--- src/design/sorted_list_table_top_macros.svh ---
// Assertion macros used by the sorted list table RTL.
`ifndef SORTED_LIST_TABLE_TOP_MACROS_SVH
`define SORTED_LIST_TABLE_TOP_MACROS_SVH
`ifndef SYNTHESIS
// Check that cons holds in the same cycle as ante.
`define SLT_ASSERT_IMP(lbl, clk, rst_n, ante, cons) \
    lbl: assert property (@(posedge clk) disable iff (!rst_n) (ante) |-> (cons)) \
        else $error("sorted list table: same-cycle check failed");
// Check that cons holds in the cycle after ante.
`define SLT_ASSERT_NXT(lbl, clk, rst_n, ante, cons) \
    lbl: assert property (@(posedge clk) disable iff (!rst_n) (ante) |=> (cons)) \
        else $error("sorted list table: next-cycle check failed");
`else
`define SLT_ASSERT_IMP(lbl, clk, rst_n, ante, cons)
`define SLT_ASSERT_NXT(lbl, clk, rst_n, ante, cons)
`endif
`endif

--- src/design/slt_pkg.sv ---
// Types and constants for the sorted list table.
`timescale 1ns / 1ps
package slt_pkg;

    localparam int DEPTH_DEFAULT = 16;
    localparam int VALUE_W       = 32;
    localparam int OP_W          = 2;
    localparam int COUNT_OUT_W   = 5;

    localparam logic [OP_W-1:0] OP_INSERT = 2'd0;
    localparam logic [OP_W-1:0] OP_REMOVE = 2'd1;
    localparam logic [OP_W-1:0] OP_LOOKUP = 2'd2;

    typedef enum logic [1:0] {
        ST_OK        = 2'd0,
        ST_FULL      = 2'd1,
        ST_EMPTY     = 2'd2,
        ST_NOT_FOUND = 2'd3
    } t_status;

    typedef struct packed {
        logic                      valid;
        t_status                   status;
        logic signed [VALUE_W-1:0] value;
        logic [COUNT_OUT_W-1:0]    count;
    } t_result;

endpackage

--- src/design/slt_mem.sv ---
// Value store: one write port, one read port with registered read data.
`timescale 1ns / 1ps
module slt_mem #(
    parameter int DEPTH = slt_pkg::DEPTH_DEFAULT,
    parameter int AW    = 4
) (
    input  logic                               i_clk,
    input  logic                               i_wr_en,
    input  logic [AW-1:0]                      i_wr_addr,
    input  logic signed [slt_pkg::VALUE_W-1:0] i_wr_data,
    input  logic [AW-1:0]                      i_rd_addr,
    output logic signed [slt_pkg::VALUE_W-1:0] o_rd_data
);
    import slt_pkg::*;

    logic signed [VALUE_W-1:0] r_mem [DEPTH];
    logic signed [VALUE_W-1:0] r_rd_data;

    always_ff @(posedge i_clk) begin
        if (i_wr_en) begin
            r_mem[i_wr_addr] <= i_wr_data;
        end
    end

    always_ff @(posedge i_clk) begin
        r_rd_data <= r_mem[i_rd_addr];
    end

    assign o_rd_data = r_rd_data;

endmodule

--- src/design/slt_ctrl.sv ---
// Sequencer: scans the store, shifts entries and forms the result beat.
`timescale 1ns / 1ps
`include "sorted_list_table_top_macros.svh"
module slt_ctrl #(
    parameter int DEPTH = slt_pkg::DEPTH_DEFAULT,
    parameter int AW    = 4,
    parameter int CW    = 5
) (
    input  logic                               i_clk,
    input  logic                               i_rst_n,
    input  logic                               i_start,
    input  logic [slt_pkg::OP_W-1:0]           i_op,
    input  logic signed [slt_pkg::VALUE_W-1:0] i_value,
    output logic                               o_busy,
    output logic [AW-1:0]                      o_rd_addr,
    input  logic signed [slt_pkg::VALUE_W-1:0] i_rd_data,
    output logic                               o_wr_en,
    output logic [AW-1:0]                      o_wr_addr,
    output logic signed [slt_pkg::VALUE_W-1:0] o_wr_data,
    output slt_pkg::t_result                   o_res
);
    import slt_pkg::*;

    typedef enum logic [2:0] {
        S_IDLE,
        S_INS,
        S_WRV,
        S_SRCH,
        S_SHF
    } t_state;

    t_state                    r_state, n_state;
    logic [CW-1:0]             r_count, n_count;
    logic [CW-1:0]             r_idx, n_idx;
    logic signed [VALUE_W-1:0] r_val, n_val;
    logic                      r_lookup, n_lookup;
    t_result                   r_res, n_res;

    logic accept;
    logic last;
    logic is_less;
    logic is_eq;
    logic is_gt;

    assign accept  = i_start && (r_state == S_IDLE);
    assign last    = (r_idx == r_count - 1'b1);
    assign is_less = (i_rd_data < r_val);
    assign is_eq   = (i_rd_data == r_val);
    assign is_gt   = (i_rd_data > r_val);

    always_comb begin
        n_state      = r_state;
        n_count      = r_count;
        n_idx        = r_idx;
        n_val        = r_val;
        n_lookup     = r_lookup;
        n_res.valid  = 1'b0;
        n_res.status = ST_OK;
        n_res.value  = r_val;
        o_rd_addr    = AW'(r_idx + 1'b1);
        o_wr_en      = 1'b0;
        o_wr_addr    = AW'(r_idx + 1'b1);
        o_wr_data    = r_val;

        case (r_state)
            S_IDLE: begin
                o_rd_addr = (i_op == OP_INSERT) ? AW'(r_count - 1'b1) : '0;
                if (accept) begin
                    n_val       = i_value;
                    n_lookup    = i_op[1];
                    n_res.value = i_value;
                    if (i_op == OP_INSERT) begin
                        if (r_count == CW'(DEPTH)) begin
                            n_res.valid  = 1'b1;
                            n_res.status = ST_FULL;
                        end else if (r_count == '0) begin
                            o_wr_en     = 1'b1;
                            o_wr_addr   = '0;
                            o_wr_data   = i_value;
                            n_count     = r_count + 1'b1;
                            n_res.valid = 1'b1;
                        end else begin
                            n_idx   = r_count - 1'b1;
                            n_state = S_INS;
                        end
                    end else if (r_count == '0) begin
                        n_res.valid  = 1'b1;
                        n_res.status = ST_EMPTY;
                    end else begin
                        n_idx   = '0;
                        n_state = S_SRCH;
                    end
                end
            end
            S_INS: begin
                // walk down from the top, moving each entry not below the value up by one
                o_rd_addr = AW'(r_idx - 1'b1);
                o_wr_en   = 1'b1;
                o_wr_addr = AW'(r_idx + 1'b1);
                if (!is_less) begin
                    o_wr_data = i_rd_data;
                    if (r_idx == '0) begin
                        n_state = S_WRV;
                    end else begin
                        n_idx = r_idx - 1'b1;
                    end
                end else begin
                    o_wr_data   = r_val;
                    n_count     = r_count + 1'b1;
                    n_res.valid = 1'b1;
                    n_state     = S_IDLE;
                end
            end
            S_WRV: begin
                o_wr_en     = 1'b1;
                o_wr_addr   = '0;
                o_wr_data   = r_val;
                n_count     = r_count + 1'b1;
                n_res.valid = 1'b1;
                n_state     = S_IDLE;
            end
            S_SRCH: begin
                if (is_eq) begin
                    if (r_lookup) begin
                        n_res.valid = 1'b1;
                        n_state     = S_IDLE;
                    end else if (last) begin
                        n_count     = r_count - 1'b1;
                        n_res.valid = 1'b1;
                        n_state     = S_IDLE;
                    end else begin
                        n_idx   = r_idx + 1'b1;
                        n_state = S_SHF;
                    end
                end else if (is_gt || last) begin
                    n_res.valid  = 1'b1;
                    n_res.status = ST_NOT_FOUND;
                    n_state      = S_IDLE;
                end else begin
                    n_idx = r_idx + 1'b1;
                end
            end
            S_SHF: begin
                // close the gap: each entry above the removed one drops by one
                o_wr_en   = 1'b1;
                o_wr_addr = AW'(r_idx - 1'b1);
                o_wr_data = i_rd_data;
                if (last) begin
                    n_count     = r_count - 1'b1;
                    n_res.valid = 1'b1;
                    n_state     = S_IDLE;
                end else begin
                    n_idx = r_idx + 1'b1;
                end
            end
            default: begin
                n_state = S_IDLE;
            end
        endcase

        n_res.count = COUNT_OUT_W'(n_count);
    end

    always_ff @(posedge i_clk) begin
        if (!i_rst_n) begin
            r_state     <= S_IDLE;
            r_count     <= '0;
            r_res.valid <= 1'b0;
        end else begin
            r_state     <= n_state;
            r_count     <= n_count;
            r_res.valid <= n_res.valid;
        end
        r_idx        <= n_idx;
        r_val        <= n_val;
        r_lookup     <= n_lookup;
        r_res.status <= n_res.status;
        r_res.value  <= n_res.value;
        r_res.count  <= n_res.count;
    end

    assign o_busy = (r_state != S_IDLE);
    assign o_res  = r_res;

    `SLT_ASSERT_IMP(a_count_bound, i_clk, i_rst_n, 1'b1, r_count <= CW'(DEPTH))
    `SLT_ASSERT_IMP(a_count_with_beat, i_clk, i_rst_n, r_count != $past(r_count), r_res.valid)
    `SLT_ASSERT_NXT(a_full_reject, i_clk, i_rst_n, accept && (i_op == OP_INSERT) && (r_count == CW'(DEPTH)), r_res.valid && (r_res.status == ST_FULL) && (r_count == $past(r_count)))
    `SLT_ASSERT_IMP(a_write_in_range, i_clk, i_rst_n, o_wr_en, CW'(o_wr_addr) <= r_count)
    `SLT_ASSERT_NXT(a_empty_reply, i_clk, i_rst_n, accept && (i_op != OP_INSERT) && (r_count == '0), r_res.valid && (r_res.status == ST_EMPTY))

endmodule

--- src/design/sorted_list_table_top.sv ---
// Top level of the sorted list table: sequencer plus value store.
`timescale 1ns / 1ps
// An insert into an empty or full table and a remove or lookup on an empty one are answered
// straight from idle, without raising busy; otherwise an insert walks down from the top entry,
// a lookup or remove walks up from the bottom, and a hit remove then shifts the entries above
// it down. One store entry is visited per cycle.
// Throughput: one item at a time; busy drops in the beat cycle, so the next item may be taken
// at the edge that takes the beat. The receiver cannot stall. Synchronous active-low reset.
module sorted_list_table_top #(
    parameter int DEPTH = slt_pkg::DEPTH_DEFAULT
) (
    input  logic                               i_clk,
    input  logic                               i_rst_n,
    input  logic                               start,
    input  logic [slt_pkg::OP_W-1:0]           i_op,
    input  logic signed [slt_pkg::VALUE_W-1:0] i_value,
    output logic                               busy,
    output logic                               o_valid,
    output logic [1:0]                         o_status,
    output logic signed [slt_pkg::VALUE_W-1:0] o_value_out,
    output logic [slt_pkg::COUNT_OUT_W-1:0]    o_count
);
    import slt_pkg::*;

    // Address width for the store, count width able to hold DEPTH itself.
    localparam int AW = (DEPTH > 1) ? $clog2(DEPTH) : 1;
    localparam int CW = $clog2(DEPTH + 1);

    logic [AW-1:0]             rd_addr;
    logic signed [VALUE_W-1:0] rd_data;
    logic                      wr_en;
    logic [AW-1:0]             wr_addr;
    logic signed [VALUE_W-1:0] wr_data;
    t_result                   res;

    // Sequencer: decodes the op, walks the store one entry a cycle and builds the beat.
    // Reads always run ahead of (insert: below, remove: above) the entry being written,
    // so the store never sees a read and a write of the same entry in one cycle.
    slt_ctrl #(
        .DEPTH (DEPTH),
        .AW    (AW),
        .CW    (CW)
    ) u_ctrl (
        .i_clk     (i_clk),
        .i_rst_n   (i_rst_n),
        .i_start   (start),
        .i_op      (i_op),
        .i_value   (i_value),
        .o_busy    (busy),
        .o_rd_addr (rd_addr),
        .i_rd_data (rd_data),
        .o_wr_en   (wr_en),
        .o_wr_addr (wr_addr),
        .o_wr_data (wr_data),
        .o_res     (res)
    );

    // Value store: data read above the count is never used, so no reset is needed.
    slt_mem #(
        .DEPTH (DEPTH),
        .AW    (AW)
    ) u_mem (
        .i_clk     (i_clk),
        .i_wr_en   (wr_en),
        .i_wr_addr (wr_addr),
        .i_wr_data (wr_data),
        .i_rd_addr (rd_addr),
        .o_rd_data (rd_data)
    );

    // Result beat: held one cycle only, straight from the sequencer's output register.
    assign o_valid     = res.valid;
    assign o_status    = res.status;
    assign o_value_out = res.value;
    assign o_count     = res.count;

endmodule
--- config.mk ---
export PLATFORM = sky130hd
export DESIGN_NAME = sorted_list_table_top
export DESIGN_NICKNAME = d
export VERILOG_FILES = /design/src/design/slt_pkg.sv /design/src/design/slt_mem.sv /design/src/design/slt_ctrl.sv /design/src/design/sorted_list_table_top.sv
export VERILOG_INCLUDE_DIRS = /design/src /design/src/design
export SDC_FILE = /design/constraint.sdc
export NUM_CORES = 1
export LEC_CHECK = 0
export ABC_AREA = 1
export BUFFER_PORTS_ARGS = -buffer_cell sky130_fd_sc_hd__buf_4
export CORE_UTILIZATION = 44
export DETAILED_ROUTE_END_ITERATION = 7
export PLACE_DENSITY = 0.56
export SLEW_MARGIN = 25
export SYNTH_ARGS = -nofsm -noshare
export SYNTH_HDL_FRONTEND = slang
export SYNTH_SLANG_ARGS = --single-unit
--- constraint.sdc ---
create_clock -name i_clk -period 4.3 [get_ports i_clk]
set_input_delay 0.645 -clock i_clk [delete_from_list [all_inputs] [get_ports i_clk]]
set_output_delay 0.645 -clock i_clk [all_outputs]
set_load 0.01 [all_outputs]
==> results.toml <==
[status]
run_status = "complete, no violations"

[clock_tree]
cts_tree = "done"
clkSlewWorstSetupHoldPaths_ns = 0.06
cts_setup_buffers = 0
clock-root-buffer = "clkbuf_16"
htree_levels = 3
clock-sinks = 630
clk_path_buf_depth = 3
cts_resized = 0
worstSkewPairLatency_ns = 0.62
postCtsHoldBufs = 0
cts_buffers = 68

[finish]
nets = 2436
layout_commonest_cell = "edfxtp_1"
area_growth_pct = 16.10
regArea_um2 = 18120
drive_gt1_share_pct = 12.88
n_fill_cell = 4992
antennaDiodeCount = 0
multi_input_area_um2 = 6980
mostFrequentLayoutCells = "550 x edfxtp_1, 431 x nor2_1, 341 x o21ai_0, 194 x nand2_1, 155 x buf_4"

[global_route]
track_usage_pct = 24.09
grt.busiest_layer = "met2"
use_met3_pct = 3.236
gr-total-overflow = 0
antenna_found_initial = 3
grtUsageMet1_pct = 35.12
grt_first_pass_wirelength_um = 108200
grt_use_met2_pct = 37.55
grt_pass1_vias = 17130
grt_start_max_net_pins = 76

[critical_path]
rrSetupSlack_ns = 0.38
worstPathMaxFanout = 32
crit_arrival_ns = 4.17
reg2reg_depth = 12
crit_path_cell_trace = "inv_2 -> nand2_2 -> nor2_2 -> nand2_1 -> nor2_2 -> inv_2 -> nor2_8 -> inv_1 -> nand4_1 -> nand3_1 -> nor2_4 -> buf_4"
reg2reg_from = "u_ctrl.r_state[0]"
startpoint = "u_ctrl.r_state[0]"
end_kind = "register"
worstSetupPathType = "register to register"
cpPeakStageDelay_ns = 0.47
start_kind = "register"
crit_slowest_cell = "nor2_2"
rr_endpoint = "u_mem.r_mem[8][28]"
cp.required_ns = 4.55

[synthesis]
yosys.area.top_type_share_pct = 63.54
syn_inst = 2244
synth_area_leaders = "edfxtp_1 64%, o21ai_0 6.6%, nor2_1 6.5%"
synth_edf_count = 550
synth_cell_types = 43
synth_seq_cells = 630
syn_area_um2 = 25990
synth_top_cell_by_area = "edfxtp_1"
syn_nets = 2318
synth-async-reset-ratio_pct = 0
synth_ff_type = "edfxtp_1"
syn_area_per_cell_um2 = 11.58
ys_seq_area_share_pct = 69.70
ys_warn_count = 0

[drt]
vias = 17880
drc = 0
drt_first_pass_iters = 5
wl_per_cell_um = 22.60
antenna_left = 0
routed_via_density = 5.626
wl_um = 71850
drtIter0Drc = 1705

[place]
dp_hpwl_um = 44520
gp_congestion = 0.9237
io_buffers = 77

[sta]
fmax_mhz = 255.3
rsz0062_at_grt = "false"
period_share_pct = 91.08
min_period_ns = 3.917
maxSlewHeadroom_pct = 41.82
setup_viol = 0
fin_tns_setup_ns = 0
worst_pin_slew_ns = 0.8716
report.final.slew_viol_count = 0
hold_viol_final = 0
skew_ns = 0.02168

[floorplanning]
die_w_um = 245.1
start_util_pct = 44.80
rows = 88
coreArea_um2 = 58030
die_area_um2 = 60050
io_pins = 78
die_h_um = 245.1

[hold_path]
min_path_type = "primary input to register"
hp-start = "i_value[0]"
min_path_cells = 1
min_to = "u_ctrl.r_val[0]"

[run]
drv_cap = 0
## critical path, delay by kind of cell, from the launching register on
kind                   cells  cell delay (ns)
DFF                        1             0.41
buffers and inverters      4             0.97
and+or+nand+nor            8             2.11
## Yosys cell counts, drive strengths merged (8+ instances only)
library cell  count
inv             112
xor2              8
edfxtp          550
o21ai           409
nand4             9
buf              80
dfxtp            80
nand2           198
o221ai           63
a21oi            40
nor3             66
nand3            33
clkbuf           47
ha               37
a22oi            26
nor2            454
## registers in the layout (all words and copies together) (netlist names)
| name | count |
|---|---|
| u_mem.o_rd_data | 32 |
| u_ctrl.o_res | 40 |
| u_ctrl.r_idx | 5 |
| u_ctrl.r_state | 3 |
| u_mem.r_mem | 512 |
| u_ctrl.r_lookup | 1 |
| u_ctrl.r_val | 32 |
| u_ctrl.r_count | 5 |
## through the flow
stage | hold slack [ns] | area [µm²] | utilization (%) | worst slack (ns) | instances
floorplan | 0.4630 | 25990 | - | 0.5601 | 2244
global placement | 0.4953 | 27980 | 48.21 | 0.4148 | 3053
detailed placement | 0.5129 | 27980 | 48.21 | 0.3493 | 3053
CTS | 0.1916 | 30130 | 51.93 | 0.3781 | 3175
global route | 0.2021 | 30180 | 52.01 | 0.1302 | 3179
finish | 0.2160 | 30180 | 52.01 | 0.3834 | 3179
## logic make-up (layout without fill, tap and decap cells)
group           Yosys count  after routing  synth area share [%]
xor+xnor                 10             10                0.3370
buf+inv                 241            411                 4.063
compound gates          565            565                 12.36
fa+ha+maj                37             37                 1.781
simple gates            761            761                 11.76
flops                   630            630                 69.70
## metal layers
metal / routed length [µm] / up-vias / share of wire [%]
li1: - / 8282 / -
met5: 0 / - / 0
met3: 4327 / 106 / 6.0
met1: 33030 / 8844 / 46
met4: 1489 / 0 / 2.1
met2: 33000 / 652 / 46
## how the worst max path moves through the flow
stage	slack, ns	cells past startpoint	to
2_1_floorplan	0.56	15	u_mem.r_mem[1][0]
3_3_place_gp	0.41	11	u_mem.o_rd_data[31]
3_5_place_dp	0.35	13	u_mem.r_mem[8][1]
4_1_cts	0.38	12	u_mem.r_mem[8][28]
5_1_grt	0.13	12	u_mem.r_mem[8][28]
6_report	0.38	12	u_mem.r_mem[8][28]
## layout make-up
| class | instances | area share (%) |
|---|---|---|
| tap | 765 | 3.172 |
| sequential | 630 | 60.03 |
| clock inverter | 23 | 0.6343 |
| inverter | 114 | 1.455 |
| timing repair buffer | 175 | 5.075 |
| clock buffer | 99 | 6.501 |
| multi-input combinational | 1373 | 23.13 |
Power is left out: the tool's default activity adds up to more than one toggle a clock period on the data nets, which glitch-free logic cannot reach.
